**src/sv/tva_pkg.sv**
```systemverilog
package tva_pkg;

   // default channel count and fixed field widths
   localparam int TVA_MAX_CHANNELS = 4;
   localparam int TVA_IDX_W        = 4;   // holds any channel index up to sixteen channels
   localparam int TVA_CNT_W        = 5;   // holds a channel count up to sixteen
   localparam int TVA_CFG_W        = 3;
   localparam int TVA_HZ_W         = 16;
   localparam int TVA_TIME_W       = 32;
   localparam int TVA_STATUS_W     = 2;
   localparam int TVA_CHAN_W       = 2;

   localparam logic [TVA_CFG_W-1:0] TVA_CFG_RESET = 3'd4;

   localparam logic FUNC_PRESS   = 1'b0;
   localparam logic FUNC_RELEASE = 1'b1;

   typedef enum logic [TVA_STATUS_W-1:0] {
      ST_FREE    = 2'd0,
      ST_STOLEN  = 2'd1,
      ST_CLEARED = 2'd2,
      ST_NOMATCH = 2'd3
   } status_type;

   typedef enum logic [1:0] {
      CTRL_IDLE = 2'd0,
      CTRL_SCAN = 2'd1,
      CTRL_DONE = 2'd2
   } ctrl_state_type;

   // scan token passed from cell to cell
   typedef struct packed {
      logic                  valid;
      logic                  hit;
      logic [TVA_IDX_W-1:0]  hit_idx;
      logic [TVA_IDX_W-1:0]  old_idx;
      logic [TVA_TIME_W-1:0] old_start;
   } token_type;

   // request fields broadcast to all cells during a scan
   typedef struct packed {
      logic                 func;
      logic [TVA_HZ_W-1:0]  hz;
      logic [TVA_CNT_W-1:0] count;
   } scan_cmd_type;

   // channel write broadcast after a scan
   typedef struct packed {
      logic                  en;
      logic [TVA_IDX_W-1:0]  idx;
      logic [TVA_HZ_W-1:0]   tone;
      logic [TVA_TIME_W-1:0] start;
   } wr_cmd_type;

endpackage

```
**src/sv/tva_req_if.sv**
```systemverilog
interface tva_req_if import tva_pkg::*; ();
   logic                  valid;
   logic                  ready;
   logic                  func;
   logic [TVA_HZ_W-1:0]   tone_hz;
   logic [TVA_TIME_W-1:0] now_ms;

   modport source (output valid, output func, output tone_hz, output now_ms, input ready);
   modport sink (input valid, input func, input tone_hz, input now_ms, output ready);
endinterface

```
**src/sv/tva_rsp_if.sv**
```systemverilog
interface tva_rsp_if import tva_pkg::*; ();
   logic                    valid;
   logic                    ready;
   logic [TVA_STATUS_W-1:0] status;
   logic [TVA_CHAN_W-1:0]   channel;
   logic [TVA_HZ_W-1:0]     drive_hz;

   modport source (output valid, output status, output channel, output drive_hz, input ready);
   modport sink (input valid, input status, input channel, input drive_hz, output ready);
endinterface

```
**src/sv/tva_cell.sv**
```systemverilog
module tva_cell import tva_pkg::*; (
   input  logic                 clock,
   input  logic                 reset,
   input  logic [TVA_IDX_W-1:0] cell_idx,
   input  scan_cmd_type         cmd,
   input  wr_cmd_type           wr,
   input  token_type            tok_left,
   output token_type            tok_right
);

   logic [TVA_HZ_W-1:0]   tone_ff;
   logic [TVA_TIME_W-1:0] start_ff;
   token_type             tok_ff, tok_in;
   logic                  active;

   // cells past the channel count pass the token on untouched
   assign active = ({1'b0, cell_idx} < cmd.count);

   always_comb begin
      tok_in = tok_left;
      if (tok_left.valid && active && !tok_left.hit) begin
         if (cmd.func == FUNC_PRESS) begin
            if (tone_ff == '0) begin
               tok_in.hit     = 1'b1;
               tok_in.hit_idx = cell_idx;
            end else if (cell_idx == '0 || start_ff < tok_left.old_start) begin
               tok_in.old_idx   = cell_idx;
               tok_in.old_start = start_ff;
            end
         end else if (tone_ff == cmd.hz) begin
            tok_in.hit     = 1'b1;
            tok_in.hit_idx = cell_idx;
         end
      end
   end

   always_ff @(posedge clock) begin
      if (reset) begin
         tone_ff      <= '0;
         start_ff     <= '0;
         tok_ff.valid <= 1'b0;
      end else begin
         tok_ff.valid <= tok_in.valid;
         if (wr.en && wr.idx == cell_idx) begin
            tone_ff  <= wr.tone;
            start_ff <= wr.start;
         end
      end
      // token payload needs no reset, only valid qualifies it
      tok_ff.hit       <= tok_in.hit;
      tok_ff.hit_idx   <= tok_in.hit_idx;
      tok_ff.old_idx   <= tok_in.old_idx;
      tok_ff.old_start <= tok_in.old_start;
   end

   assign tok_right = tok_ff;

endmodule

```
**src/sv/tva_ctrl.sv**
```systemverilog
module tva_ctrl import tva_pkg::*; #(
   parameter int MAX_CHANNELS = TVA_MAX_CHANNELS
) (
   input  logic                 clock,
   input  logic                 reset,
   tva_req_if.sink              req_chan,
   tva_rsp_if.source            rsp_chan,
   input  logic                 csr_wr_en,
   input  logic [TVA_CFG_W-1:0] csr_wr_data,
   output scan_cmd_type         cmd,
   output token_type            tok_head,
   input  token_type            tok_tail,
   output wr_cmd_type           wr
);

   ctrl_state_type        state_ff, state_in;
   logic [TVA_CFG_W-1:0]  cfg_ff;
   logic [TVA_CNT_W-1:0]  count;
   logic                  launch_ff;
   logic                  func_ff;
   logic [TVA_HZ_W-1:0]   hz_ff;
   logic [TVA_TIME_W-1:0] now_ff;
   token_type             hold_ff;
   logic                  rsp_valid_ff, rsp_valid_in;
   status_type            rsp_status_ff, status_in;
   logic [TVA_CHAN_W-1:0] rsp_channel_ff;
   logic [TVA_HZ_W-1:0]   rsp_drive_ff, drive_in;
   logic [TVA_IDX_W-1:0]  idx_in;
   logic                  wr_need;
   logic                  accept;
   logic                  fire;

   // zero acts as one channel, anything above the chain length as the full chain
   always_comb begin
      if (cfg_ff == '0) begin
         count = TVA_CNT_W'(1);
      end else if (TVA_CNT_W'(cfg_ff) > TVA_CNT_W'(MAX_CHANNELS)) begin
         count = TVA_CNT_W'(MAX_CHANNELS);
      end else begin
         count = TVA_CNT_W'(cfg_ff);
      end
   end

   assign req_chan.ready = (state_ff == CTRL_IDLE);
   assign accept         = req_chan.valid && req_chan.ready;
   assign fire           = (state_ff == CTRL_DONE) && (!rsp_valid_ff || rsp_chan.ready);

   assign cmd.func  = func_ff;
   assign cmd.hz    = hz_ff;
   assign cmd.count = count;

   assign tok_head.valid     = launch_ff;
   assign tok_head.hit       = 1'b0;
   assign tok_head.hit_idx   = '0;
   assign tok_head.old_idx   = '0;
   assign tok_head.old_start = '0;

   // outcome of the finished scan
   always_comb begin
      wr_need   = 1'b1;
      status_in = ST_NOMATCH;
      idx_in    = '0;
      drive_in  = '0;
      wr.tone   = '0;
      wr.start  = '0;
      if (func_ff == FUNC_PRESS) begin
         status_in = hold_ff.hit ? ST_FREE : ST_STOLEN;
         idx_in    = hold_ff.hit ? hold_ff.hit_idx : hold_ff.old_idx;
         drive_in  = hz_ff;
         wr.tone   = hz_ff;
         wr.start  = (hz_ff != '0) ? now_ff : '0;
      end else if (hold_ff.hit) begin
         status_in = ST_CLEARED;
         idx_in    = hold_ff.hit_idx;
      end else begin
         wr_need = 1'b0;
      end
      wr.en  = fire && wr_need;
      wr.idx = idx_in;
   end

   always_comb begin
      state_in     = state_ff;
      rsp_valid_in = rsp_valid_ff;
      if (rsp_chan.ready) begin
         rsp_valid_in = 1'b0;
      end
      case (state_ff)
         CTRL_IDLE: begin
            if (accept) begin
               state_in = CTRL_SCAN;
            end
         end
         CTRL_SCAN: begin
            if (tok_tail.valid) begin
               state_in = CTRL_DONE;
            end
         end
         CTRL_DONE: begin
            if (fire) begin
               state_in     = CTRL_IDLE;
               rsp_valid_in = 1'b1;
            end
         end
         default: begin
            state_in = CTRL_IDLE;
         end
      endcase
   end

   always_ff @(posedge clock) begin
      if (reset) begin
         state_ff     <= CTRL_IDLE;
         cfg_ff       <= TVA_CFG_RESET;
         launch_ff    <= 1'b0;
         rsp_valid_ff <= 1'b0;
      end else begin
         state_ff     <= state_in;
         launch_ff    <= accept;
         rsp_valid_ff <= rsp_valid_in;
         if (csr_wr_en) begin
            cfg_ff <= csr_wr_data;
         end
      end
   end

   always_ff @(posedge clock) begin
      if (accept) begin
         func_ff <= req_chan.func;
         hz_ff   <= req_chan.tone_hz;
         now_ff  <= req_chan.now_ms;
      end
      if (state_ff == CTRL_SCAN && tok_tail.valid) begin
         hold_ff <= tok_tail;
      end
      if (fire) begin
         rsp_status_ff  <= status_in;
         rsp_channel_ff <= TVA_CHAN_W'(idx_in);
         rsp_drive_ff   <= drive_in;
      end
   end

   assign rsp_chan.valid    = rsp_valid_ff;
   assign rsp_chan.status   = rsp_status_ff;
   assign rsp_chan.channel  = rsp_channel_ff;
   assign rsp_chan.drive_hz = rsp_drive_ff;

`ifndef ASSERT_OFF
   a_tail_in_scan: assert property (@(posedge clock) disable iff (reset)
      tok_tail.valid |-> state_ff == CTRL_SCAN)
      else $error("scan token left the chain outside a scan");

   a_write_in_done: assert property (@(posedge clock) disable iff (reset)
      wr.en |-> state_ff == CTRL_DONE && state_in == CTRL_IDLE)
      else $error("channel write outside response handoff");

   a_launch_after_accept: assert property (@(posedge clock) disable iff (reset)
      accept |=> launch_ff && state_ff == CTRL_SCAN)
      else $error("accepted request did not launch a scan");

   a_nomatch_silent: assert property (@(posedge clock) disable iff (reset)
      fire && status_in == ST_NOMATCH |-> !wr.en && drive_in == '0 && idx_in == '0)
      else $error("unmatched release wrote a channel");
`endif

endmodule

```
**src/sv/tone_voice_allocator.sv**
```systemverilog
// tone voice allocator: keeps a tone and a start time for each of up to
// MAX_CHANNELS output channels, one channel per cell in a chain. a key press
// (func 0) takes the first free channel among the first channels_in_use,
// or steals the one with the oldest start time (lowest index on a tie); a
// release (func 1) silences the first channel playing the given tone. the
// response carries the status, the channel written and the tone now driven.
// one request is handled at a time from acceptance until the next request
// can be taken: the scan token steps through one cell per cycle, then the
// chosen channel is written as the response is loaded. a new request is
// accepted while the previous response is still waiting on rsp_chan.
// csr_wr_data sets channels_in_use (reset 4, 0 acts as 1, larger than the
// chain acts as the full chain); the user must write it only while no
// request is in flight, as the block itself does not enforce this.
module tone_voice_allocator import tva_pkg::*; #(
   parameter int MAX_CHANNELS = TVA_MAX_CHANNELS
) (
   input  logic                 clock,
   input  logic                 reset,
   tva_req_if.sink              req_chan,
   tva_rsp_if.source            rsp_chan,
   input  logic                 csr_wr_en,
   input  logic [TVA_CFG_W-1:0] csr_wr_data
);

   // token path: tok[0] enters the first cell, tok[MAX_CHANNELS] leaves the last
   token_type    tok [MAX_CHANNELS+1];
   scan_cmd_type cmd;
   wr_cmd_type   wr;

   // sequencer: config register, request capture, decision and response
   tva_ctrl #(
      .MAX_CHANNELS (MAX_CHANNELS)
   ) u_ctrl (
      .clock       (clock),
      .reset       (reset),
      .req_chan    (req_chan),
      .rsp_chan    (rsp_chan),
      .csr_wr_en   (csr_wr_en),
      .csr_wr_data (csr_wr_data),
      .cmd         (cmd),
      .tok_head    (tok[0]),
      .tok_tail    (tok[MAX_CHANNELS]),
      .wr          (wr)
   );

   // one cell per channel, each holding that channel's tone and start time
   for (genvar k = 0; k < MAX_CHANNELS; k++) begin : g_cell
      tva_cell u_cell (
         .clock     (clock),
         .reset     (reset),
         .cell_idx  (TVA_IDX_W'(k)),
         .cmd       (cmd),
         .wr        (wr),
         .tok_left  (tok[k]),
         .tok_right (tok[k+1])
      );
   end

endmodule
```
**src/flat_wrapper.sv**
```systemverilog
// flat-port wrapper written by rule: the top's interface ports become plain ports
module tone_voice_allocator_flat import tva_pkg::*;
#(
   parameter int MAX_CHANNELS = TVA_MAX_CHANNELS
)
  (clock, reset, csr_wr_en, csr_wr_data, req_chan_valid, req_chan_func, req_chan_tone_hz, req_chan_now_ms, req_chan_ready, rsp_chan_valid, rsp_chan_status, rsp_chan_channel, rsp_chan_drive_hz, rsp_chan_ready);
  tva_req_if req_chan_i ();
  tva_rsp_if rsp_chan_i ();
  input  logic clock;
  input  logic reset;
  input  logic csr_wr_en;
  input  logic [TVA_CFG_W-1:0] csr_wr_data;
  input wire logic [$bits(req_chan_i.valid)-1:0] req_chan_valid;
  input wire logic [$bits(req_chan_i.func)-1:0] req_chan_func;
  input wire logic [$bits(req_chan_i.tone_hz)-1:0] req_chan_tone_hz;
  input wire logic [$bits(req_chan_i.now_ms)-1:0] req_chan_now_ms;
  output wire logic [$bits(req_chan_i.ready)-1:0] req_chan_ready;
  output wire logic [$bits(rsp_chan_i.valid)-1:0] rsp_chan_valid;
  output wire logic [$bits(rsp_chan_i.status)-1:0] rsp_chan_status;
  output wire logic [$bits(rsp_chan_i.channel)-1:0] rsp_chan_channel;
  output wire logic [$bits(rsp_chan_i.drive_hz)-1:0] rsp_chan_drive_hz;
  input wire logic [$bits(rsp_chan_i.ready)-1:0] rsp_chan_ready;
  assign req_chan_i.valid = req_chan_valid;
  assign req_chan_i.func = req_chan_func;
  assign req_chan_i.tone_hz = req_chan_tone_hz;
  assign req_chan_i.now_ms = req_chan_now_ms;
  assign req_chan_ready = req_chan_i.ready;
  assign rsp_chan_valid = rsp_chan_i.valid;
  assign rsp_chan_status = rsp_chan_i.status;
  assign rsp_chan_channel = rsp_chan_i.channel;
  assign rsp_chan_drive_hz = rsp_chan_i.drive_hz;
  assign rsp_chan_i.ready = rsp_chan_ready;
  tone_voice_allocator #(.MAX_CHANNELS(MAX_CHANNELS)) u_core (.clock(clock), .reset(reset), .req_chan(req_chan_i), .rsp_chan(rsp_chan_i), .csr_wr_en(csr_wr_en), .csr_wr_data(csr_wr_data));
endmodule
```
**config.mk**
```make
export PLATFORM = sky130hd
export DESIGN_NAME = tone_voice_allocator_flat
export DESIGN_NICKNAME = d
export VERILOG_FILES = /design/src/sv/tva_pkg.sv /design/src/sv/tva_req_if.sv /design/src/sv/tva_rsp_if.sv /design/src/sv/tva_cell.sv /design/src/sv/tva_ctrl.sv /design/src/sv/tone_voice_allocator.sv /design/src/flat_wrapper.sv
export SDC_FILE = /design/constraint.sdc
export NUM_CORES = 1
export LEC_CHECK = 0
export ABC_AREA = 1
export CORE_UTILIZATION = 60
export CTS_BUF_LIST = sky130_fd_sc_hd__clkbuf_16
export CTS_CLUSTER_DIAMETER = 80
export CTS_CLUSTER_SIZE = 16
export DETAILED_ROUTE_END_ITERATION = 6
export DONT_BUFFER_PORTS = 1
export HOLD_SLACK_MARGIN = 0.06
export PLACE_DENSITY = 0.76
export SYNTH_ARGS = -nofsm -noshare
export SYNTH_HDL_FRONTEND = slang
export SYNTH_SLANG_ARGS = --single-unit
export TNS_END_PERCENT = 1
```
**constraint.sdc**
```tcl
create_clock -name clock -period 2.79 [get_ports clock]
set_clock_uncertainty 0.1 [all_clocks]
set_input_delay 0.1395 -clock clock [delete_from_list [all_inputs] [get_ports clock]]
set_output_delay 0.1395 -clock clock [all_outputs]
set_load 0.01 [all_outputs]
```
==> results of run 1 <==
per-layer routing:
metal / wire (µm) / vias up / global-route usage
met5: 0 / - / 0
met4: 896 / 0 / 0.0826
met3: 2310 / 67 / 0.0353
met2: 18000 / 427 / 0.459
met1: 17800 / 6002 / 0.388
li1: - / 6310 / -
cell usage in the layout (no fill, tap or decap), types with 2 or more instances in the layout:
cell	instances
dlygate4sd3_1	62
nand3_1	57
nor2_1	128
o21a_1	3
a21oi_1	167
a21boi_0	3
dfxtp_1	313
inv_2	5
a21oi_4	2
nand4_1	52
o21ai_0	127
ha_1	93
or2_2	3
a211oi_1	4
buf_4	22
nor2_2	2
nor4_1	12
a21oi_2	64
clkinv_2	2
nand2_1	305
a221oi_1	3
o21ai_1	82
o21bai_1	2
nand2_4	2
nor3_1	12
a21o_1	3
xor2_1	11
inv_1	234
edfxtp_1	74
nand2_2	2
clkbuf_16	29
xnor2_1	19
o22ai_1	7
buf_12	7
cell families (layout without fill, tap and decap cells):
family          Yosys count  after routing  synth area share
buf+inv                 322            363            0.0867
flops                   387            387             0.513
compound gates          471            471             0.162
fa+ha+maj                93             93            0.0703
simple gates            583            583             0.152
xor+xnor                 30             30            0.0159
worst paths after layout:
kind                                                       startpoint                               endpoint  depth (start not counted)
worst max-delay path            u_core.g_cell[0].u_cell.tok_right[31]   u_core.g_cell[1].u_cell.tok_right[1]                         10
worst min register to register  u_core.g_cell[2].u_cell.tok_right[36]  u_core.g_cell[3].u_cell.tok_right[36]                          2
worst min-delay path                              req_chan_now_ms[28]               u_core.u_ctrl.now_ff[28]                          1
worst max register to register  u_core.g_cell[0].u_cell.tok_right[31]   u_core.g_cell[1].u_cell.tok_right[1]                         10
registers in the layout, summed over array words and instances (netlist names), 2 cells and up:
| register | flops |
|---|---|
| u_core.u_ctrl.hz_ff | 16 |
| u_core.g_cell.u_cell.start_ff | 128 |
| u_core.u_ctrl.rsp_chan.channel | 2 |
| u_core.u_ctrl.cfg_ff | 3 |
| u_core.u_ctrl.rsp_chan.drive_hz | 16 |
| u_core.u_ctrl.rsp_chan.status | 2 |
| u_core.u_ctrl.state_ff | 2 |
| u_core.u_ctrl.hold_ff | 5 |
| u_core.u_ctrl.now_ff | 32 |
| u_core.g_cell.u_cell.tok_right | 114 |
| u_core.g_cell.u_cell.tone_ff | 64 |
worst max-delay path: cells and delay by family (launching register included):
family,cells,cell delay [ns]
simple gates,7,1.28
fa+ha+maj,1,0.29
flops,1,0.34
buf+inv,2,0.29
power groups by stage:
| stage | combinational [W] | clock (W) | sequential (W) |
|---|---|---|---|
| after floorplan | 0.000222 | 0 | 0.00591 |
| after global placement | 0.000305 | 0 | 0.00594 |
| after detailed placement | 0.000309 | 0 | 0.00593 |
| final | 0.000389 | 0.00374 | 0.00581 |
| after CTS | 0.000382 | 0.00381 | 0.00581 |
| after global routing | 0.000420 | 0.00402 | 0.00581 |
metrics by stage:
| stage | setup WS (ns) | instances | utilization | power [W] | instance area, µm² |
|---|---|---|---|---|---|
| finish | 0.400 | 2268 | 0.672 | 0.00994 | 18100 |
| global route | 0.194 | 2268 | 0.672 | 0.0102 | 18100 |
| CTS | 0.363 | 2268 | 0.672 | 0.0100 | 18100 |
| detailed placement | 0.401 | 2160 | 0.619 | 0.00624 | 16700 |
| global placement | 0.398 | 2160 | 0.619 | 0.00624 | 16700 |
| floorplan | 0.659 | 1886 | - | 0.00613 | 16600 |
cell usage after synthesis (19+ instances only):
cell type	count
dfxtp_1	313
nand2_1	305
inv_1	220
a21oi_1	169
nor2_1	130
o21ai_0	127
ha_1	93
o21ai_1	82
edfxtp_1	74
a21oi_2	63
nand3_1	57
nand4_1	52
clkbuf_1	43
buf_2	27
xnor2_1	19
what timing repair did:
item / 4_1_cts / 5_1_grt
gates resized for setup: 0 / 0
hold buffers: 62 / 0
hold endpoints to repair: 120 / 0
cell type report:
type	instances	share of cell area
timing repair buffer	91	0.0510
clock buffer	29	0.0400
tap	341	0.0235
multi-input combinational	1177	0.367
sequential	387	0.468
inverter	226	0.0470
clock inverter	17	0.00421
==> out/qor.yml, run 1 <==
logic_synthesis:
  async_flop_share: 0
  synth_edf_count: 74
  synth_area_leaders: "dfxtp_1 (38%), edfxtp_1 (13%), ha_1 (7.0%)"
  postSynthCellCount: 1886
  synth.avg_cell_area_um2: 8.78
  ys.flop_type: "dfxtp_1"
  synth_top_area_frac: 0.378
  synth_area_mm2: 0.0166
  yosysUniqueCellTypes: 48
  ys_seq_area_frac: 0.513
  yosys_warnings: 0
  yosysTopAreaCell: "dfxtp_1"
  synth_seq_cells: 387
  synth_nets: 2036
die:
  die_h_um: 168
  start_util: 0.613
  die_w_um: 168
  die_area_mm2: 0.0283
  core_area_mm2: 0.0270
  ioPinCount: 79
  rows: 60
clocking:
  clk_pin_slew_worst_paths_ns: 0.07
  cts.sinks: 387
  cts_setup_buffers: 0
  cts_tree: "yes"
  cts_made_buffers: 28
  cts_max_path_buffers: 3
  cts_max_level: 1
  cts_root_buf: "clkbuf_16"
  worstSkewPairLatency_ns: 0.56
sta:
  clock.fmax_ghz: 0.418
  period_share: 0.857
  setup-violations-final: 0
  tns_ns: 0
  fin_hold_ws_ns: 0.102
  slew_viol_final: 0
  hold_viol_final: 0
  post-route-min-period_ns: 2.39
  rsz0062_at_grt: "false"
  slew_headroom: 0.600
  worst_slew_pin_slew_ns: 0.598
detailed_routing:
  vias: 12800
  dr.pass1.iters: 6
  initialDrtViolationCount: 1006
  drtAntennaViolNets: 0
  viasPerCell: 5.65
  drc: 0
  routedWlPerCell_um: 17.2
  totalWireLength_mm: 39.1
setup_path:
  cpPeakStageDelay_ns: 0.50
  path_max_fanout: 28
  end_kind: "flop"
  crit_chain: "inv_1, ha_1, nand2_1, nor4_1, and3_1, nand2_1, nand3_1, buf_12, nand2_1, nand2_1"
  cp-start-kind: "flop"
  crit_required_ns: 3.19
  cp_slowest_cell: "nor4_1"
  regToRegSetupSlack_ns: 0.40
  critPathKind: "flop to flop"
  crit_top_cell: "nand2_1"
  worst_ep_arrival_time_ns: 2.79
global_route:
  overflow: 0
  grt_pass1_vias: 12300
  grt_max_degree: 86
  grt_pass1_wl_mm: 63.2
  grt_usage: 0.280
  antenna_found_initial: 0
layout:
  antennaDiodeCount: 0
  fill_cells: 2146
  layout-drive-gt1-share: 0.0773
  nNetsFinal: 2061
  multi_input_area_mm2: 0.00665
  register_area_mm2: 0.00849
  syn_to_final_growth_pct: 9.62
pwr:
  p_sw_frac: 0.220
  seq_power_share: 0.584
  p_sw_w: 0.00218
  comb_power_share: 0.039
  ir_drop_v: 0.000562
  clkPwrFrac: 0.376
  total_leakage_power_nw: 7.45
  power.internal_w: 0.00775
  powerDensity_mw_per_mm2: 547
job:
  max-cap-violations: 0
outcome:
  outcome: "finished, final reports clean"
place:
  dp_hpwl_mm: 25.8
  globalplace.congestion: 0.979
  portBuffers: 0
hold_path:
  hold_class: "primary input to flop"
No activity file was read; power rests on OpenSTA's default activity.
==> run 2, diff against run 1 <==
--- a/config.mk
+++ b/config.mk
@@ -16,5 +16,6 @@
 export PLACE_DENSITY = 0.76
 export SYNTH_ARGS = -nofsm -noshare
 export SYNTH_HDL_FRONTEND = slang
+export SYNTH_HIERARCHICAL = 1
 export SYNTH_SLANG_ARGS = --single-unit
 export TNS_END_PERCENT = 1
==> run 2 against run 1 <==
Effect of this change: the run now ends with setup timing left; first-iteration DRC count is 93% higher; clock power increased by 3%; non-clock buffer count rose by 75; cell count increased by 36%; global-route usage rose by 2.8 points; sequential share of layout area fell by 7.1 points; sequential power grew 9.3%; synthesized area up 23%; critical path depth shrank 1; combinational power is 130% higher; utilization up 1.1 points; largest cell class is now multi-input gates; highest routed layer is now met5.
==> out/qor.yml, run 2 <==
die:
  start_util: 0.608
  die_w_um: 186
  die_h_um: 186
  core_area_mm2: 0.0334
  die_area_mm2: 0.0346
  ioPinCount: 79
  rows: 67
layout:
  design_area_mm2: 0.0228
  antennaDiodeCount: 0
  final_common_cell: "nand2_1"
  syn_to_final_growth_pct: 12.3
  register_area_mm2: 0.00905
  fin_cells: 3091
  multi_input_area_mm2: 0.00962
  final_core_util: 0.683
  fill_cells: 2627
  largest_register_ffs: 136
  layout-drive-gt1-share: 0.0579
  nNetsFinal: 2824
  final_cell_mix: "nand2_1 (533), dfxtp_1 (335), inv_1 (309)"
setup_path:
  end_kind: "flop"
  path_max_fanout: 12
  reg2reg_depth: 9
  cp-startpoint: "u_core/u_ctrl/hz_ff[11]"
  r2r_start: "u_core/u_ctrl/hz_ff[11]"
  critPathKind: "flop to flop"
  worst_r2r_endpoint: "u_core/g_cell[2].u_cell/start_ff[11]"
  crit_required_ns: 3.20
  cp-start-kind: "flop"
  regToRegSetupSlack_ns: -0.03
  worst_ep_arrival_time_ns: 3.23
clocking:
  cts_root_buf: "clkbuf_16"
  cts.sinks: 413
  worstSkewPairLatency_ns: 0.59
  clk_pin_slew_worst_paths_ns: 0.07
  cts_max_path_buffers: 3
  cts_tree: "yes"
  cts_made_buffers: 29
  cts_max_level: 1
outcome:
  violations: "setup timing"
  outcome: "complete, but fails checks"
sta:
  period_share: 1.01
  clock.fmax_ghz: 0.355
  setup-violations-final: 1
  slew_headroom: 0.452
  timing.final.ws_setup_ns: -0.0280
  worst_slew_pin_slew_ns: 0.822
  post-route-min-period_ns: 2.82
  rsz0062_at_grt: "true"
  hold_viol_final: 0
  slew_viol_final: 0
detailed_routing:
  dr.pass1.iters: 6
  vias: 17300
  viasPerCell: 5.58
  initialDrtViolationCount: 1942
  totalWireLength_mm: 53.6
  routedWlPerCell_um: 17.3
  drtAntennaViolNets: 0
  drc: 0
job:
  max-cap-violations: 0
pwr:
  fin_total_pwr_w: 0.0111
  powerDensity_mw_per_mm2: 486
  ir_drop_v: 0.000686
  total_leakage_power_nw: 10.2
place:
  dp_cells: 2926
  portBuffers: 0
  globalplace.congestion: 0.895
  place_area_mm2: 0.0207
  dp_hpwl_mm: 34.2
logic_synthesis:
  synth.avg_cell_area_um2: 8.11
  postSynthCellCount: 2507
  synth_area_mm2: 0.0203
  yosys_warnings: 6
global_route:
  antenna_found_initial: 1
  grt_pass1_vias: 16300
  grt_pass1_wl_mm: 83.5
  grt_max_degree: 147
  overflow: 0
  grt_usage: 0.308
hold_path:
  hold_start: "req_chan_now_ms[10]"
  hold_class: "primary input to flop"
  holdPathStages: 1
  holdPathEnd: "u_core/u_ctrl/now_ff[10]"
run 2: stage by stage:
stage | hold slack, ns | setup WS (ns) | setup TNS, ns
after floorplan | 0.109 | 0.00605 | 0
after global placement | 0.138 | 0.454 | 0
after detailed placement | 0.138 | 0.336 | 0
after CTS | 0.0601 | 0.0151 | 0
after global routing | 0.0664 | -0.0190 | -0.0421
final | 0.0814 | -0.0280 | -0.0280
run 2: final cells by class:
| type | instances | share of cell area |
|---|---|---|
| Clock buffer | 29 | 0.0318 |
| Clock inverter | 14 | 0.00252 |
| Inverter | 308 | 0.0507 |
| Multi-Input combinational cell | 1713 | 0.422 |
| Sequential cell | 413 | 0.396 |
| Tap cell | 448 | 0.0246 |
| Timing Repair Buffer | 166 | 0.0726 |
run 2: layer usage:
layer | up-vias | part of all wire | wire [µm] | global-route usage
met5 | - | 0.00017 | 9 | 0
met4 | 2 | 0.024 | 1270 | 0.0836
met3 | 113 | 0.10 | 5560 | 0.0608
met2 | 775 | 0.45 | 23900 | 0.485
met1 | 7972 | 0.43 | 22900 | 0.430
li1 | 8401 | - | - | -
run 2: worst max-delay path by stage:
stage                                           endpoint  depth (start not counted)
floorplan             u_core/g_cell[1].u_cell/tone_ff[0]                         11
global placement    u_core/g_cell[1].u_cell/tok_right[9]                         14
detailed placement   u_core/g_cell[1].u_cell/tone_ff[12]                          8
CTS                 u_core/g_cell[2].u_cell/start_ff[12]                          9
global route        u_core/g_cell[2].u_cell/start_ff[11]                          9
finish              u_core/g_cell[2].u_cell/start_ff[11]                          9
run 2: repair_timing:
| item | CTS | global route |
|---|---|---|
| endpoints found under the setup margin | 0 | 49 |
| hold buffers | 116 | 0 |
| resized for setup | 0 | 20 |
| setup buffers | 0 | 4 |
| hold endpoints to repair | 252 | 0 |
run 2: critical path: stages (launching register included):
cell           delay, ns
edfxtp_1            0.58
nor2_1              0.09
nand2_1             0.26
nor2_4              0.08
buf_12              0.16
buf_4               0.17
a21oi_2             0.37
nand4_1             0.14
a21oi_1             0.19
dlygate4sd3_1       0.59
run 2: where the power goes:
group | internal (W) | switching [W]
sequential | 0.00624 | 0.000109
clock | 0.00186 | 0.00201
combinational | 0.000293 | 0.000584
==> run 3, diff against run 2 <==
--- a/config.mk
+++ b/config.mk
@@ -6,12 +6,13 @@
 export NUM_CORES = 1
 export LEC_CHECK = 0
 export ABC_AREA = 1
-export CORE_UTILIZATION = 60
+export CORE_UTILIZATION = 58
 export CTS_BUF_LIST = sky130_fd_sc_hd__clkbuf_16
 export CTS_CLUSTER_DIAMETER = 80
 export CTS_CLUSTER_SIZE = 16
 export DETAILED_ROUTE_END_ITERATION = 6
 export DONT_BUFFER_PORTS = 1
+export GPL_ROUTABILITY_DRIVEN = 0
 export HOLD_SLACK_MARGIN = 0.06
 export PLACE_DENSITY = 0.76
 export SYNTH_ARGS = -nofsm -noshare
==> constraint.sdc (replaced) <==
create_clock -name clock -period 2.55 [get_ports clock]
set_clock_uncertainty 0.1 [all_clocks]
set_input_delay 0.6375 -clock clock [delete_from_list [all_inputs] [get_ports clock]]
set_output_delay 0.6375 -clock clock [all_outputs]
set_load 0.01 [all_outputs]
==> run 3 against run 2 <==
Effect of this change: the flow now finishes without violations; die area up 3.4%; via count decreased by 0.81%; total power increased by 9.3%; utilization is 3.7 points lower; critical path type unchanged; largest power group unchanged; highest routed layer is now met4.
==> out/qor.yml, run 3 (synthesized netlist as in run 2, its figures left out) <==
sta:
  worst_slew_pin_slew_ns: 0.701
  hold_viol_final: 0
  setup-violations-final: 0
  clock.fmax_ghz: 0.418
  period_share: 0.938
  slew_viol_final: 0
  tns_ns: 0
  slew_headroom: 0.533
  post-route-min-period_ns: 2.39
  rsz0062_at_grt: "false"
layout:
  register_area_mm2: 0.00905
  nNetsFinal: 2771
  fin_cells: 3048
  final_cell_mix: "nand2_1 (535), dfxtp_1 (335), inv_1 (312)"
  multi_input_area_mm2: 0.00959
  fill_cells: 2865
  layout-drive-gt1-share: 0.0602
  antennaDiodeCount: 0
  largest_register_ffs: 136
  final_common_cell: "nand2_1"
  syn_to_final_growth_pct: 9.78
global_route:
  grt_usage: 0.292
  overflow: 0
  grt_pass1_vias: 16300
  antenna_found_initial: 0
  grt_max_degree: 167
  grt_pass1_wl_mm: 83.9
setup_path:
  regToRegSetupSlack_ns: 0.16
  r2r_start: "u_core/u_ctrl/cfg_ff[2]"
  crit_required_ns: 2.96
  critPathKind: "flop to flop"
  worst_r2r_endpoint: "u_core/g_cell[1].u_cell/tok_right[0]"
  worst_ep_arrival_time_ns: 2.81
  cp-start-kind: "flop"
  end_kind: "flop"
  reg2reg_depth: 10
  path_max_fanout: 36
clocking:
  cts_max_path_buffers: 3
  cts_root_buf: "clkbuf_16"
  cts_tree: "yes"
  worstSkewPairLatency_ns: 0.58
  cts_max_level: 1
  cts_made_buffers: 29
  clk_pin_slew_worst_paths_ns: 0.07
  cts.sinks: 413
detailed_routing:
  vias: 17100
  routedWlPerCell_um: 17.1
  top_layer: "met4"
  wl_met3_mm: 5.28
  dr.pass1.iters: 6
  viasPerCell: 5.62
  wl_met1_mm: 22.3
  initialDrtViolationCount: 1555
  totalWireLength_mm: 52.1
  drc: 0
  drtAntennaViolNets: 0
  wl_met2_mm: 23.5
hold_path:
  holdPathEnd: "u_core/g_cell[3].u_cell/start_ff[16]"
  holdPathStages: 1
  hold_class: "primary input to flop"
  hold_start: "reset"
pwr:
  power.internal_w: 0.00919
  total_leakage_power_nw: 9.86
  clkPwrFrac: 0.351
  ir_drop_v: 0.000566
  p_sw_w: 0.00294
  comb_power_share: 0.075
  powerDensity_mw_per_mm2: 544
  p_sw_frac: 0.242
  seq_power_share: 0.573
die:
  die_area_mm2: 0.0358
  die_w_um: 189
  start_util: 0.588
  die_h_um: 189
  ioPinCount: 79
  core_area_mm2: 0.0345
  rows: 68
job:
  max-cap-violations: 0
place:
  portBuffers: 0
  dp_cells: 2951
  dp_hpwl_mm: 35.4
outcome:
  outcome: "finished, final reports clean"
[run 3: cell types whose count changed in the layout (fill, tap and decap cells not counted), sizes merged]
cell	change
dlygate4sd3	-65
buf	+14
inv	+2
clkbuf	-1
clkinv	+1
nor2	-1
[run 3: worst max path at each step]
stage / slack (ns) / start / to
after floorplan: 0.13 / rsp_chan_ready / u_core/g_cell[1].u_cell/tone_ff[0]
after global placement: 0.23 / rsp_chan_ready / u_core/g_cell[2].u_cell/start_ff[1]
after detailed placement: 0.14 / u_core/u_ctrl/cfg_ff[2] / u_core/g_cell[1].u_cell/tok_right[0]
after CTS: 0.11 / u_core/u_ctrl/cfg_ff[2] / u_core/g_cell[1].u_cell/tok_right[0]
after global routing: 0.02 / u_core/g_cell[0].u_cell/tok_right[5] / u_core/g_cell[1].u_cell/tok_right[12]
final: 0.16 / u_core/u_ctrl/cfg_ff[2] / u_core/g_cell[1].u_cell/tok_right[0]
[run 3: power groups by stage]
stage	clock network (W)	logic [W]	registers (W)
2_1_floorplan	0	0.000642	0.00705
3_3_place_gp	0	0.000768	0.00710
3_5_place_dp	0	0.000793	0.00711
4_1_cts	0.00434	0.000874	0.00695
5_1_grt	0.00455	0.00102	0.00697
6_report	0.00426	0.000913	0.00696
[run 3: per-layer routing]
layer  GRT usage  vias up
met5           0        -
li1            -     8297
met3      0.0582       85
met2       0.467      693
met1       0.403     8048
met4      0.0754        0
[run 3: area by class of cell]
class / count / share of cell area
clock buffers: 29 / 0.0325
clock inverters: 17 / 0.00308
inverters: 308 / 0.0519
multi-input cells: 1712 / 0.430
flip-flops and latches: 413 / 0.405
well taps: 455 / 0.0255
repair buffers: 114 / 0.0516
[run 3: stage by stage]
stage / hold WS [ns] / instance area, µm² / power [W] / utilization / setup WS (ns)
floorplan: 0.286 / 20700 / 0.00770 / - / 0.125
global placement: 0.287 / 20900 / 0.00787 / 0.606 / 0.225
detailed placement: 0.290 / 20900 / 0.00790 / 0.606 / 0.140
CTS: 0.0690 / 22300 / 0.0122 / 0.644 / 0.111
global route: 0.0671 / 22300 / 0.0125 / 0.646 / 0.0217
finish: 0.107 / 22300 / 0.0121 / 0.646 / 0.158
[run 3: worst max-delay path: stages (launching register included)]
cell and delay [ns]:
dfxtp_1 0.36, nor2_1 0.25, inv_1 0.08, ha_1 0.30, nand4_1 0.10, o211ai_1 0.10, nor3_2 0.15, nor2b_2 0.39
buf_12 0.27, nand3_1 0.11, nand2_1 0.09
[run 3: what timing repair did]
item	4_1_cts	5_1_grt
hold buffers	51	0
gates resized for setup	0	9
setup endpoints to repair	0	87
buffers inserted	0	0
endpoints found under the hold margin	77	0
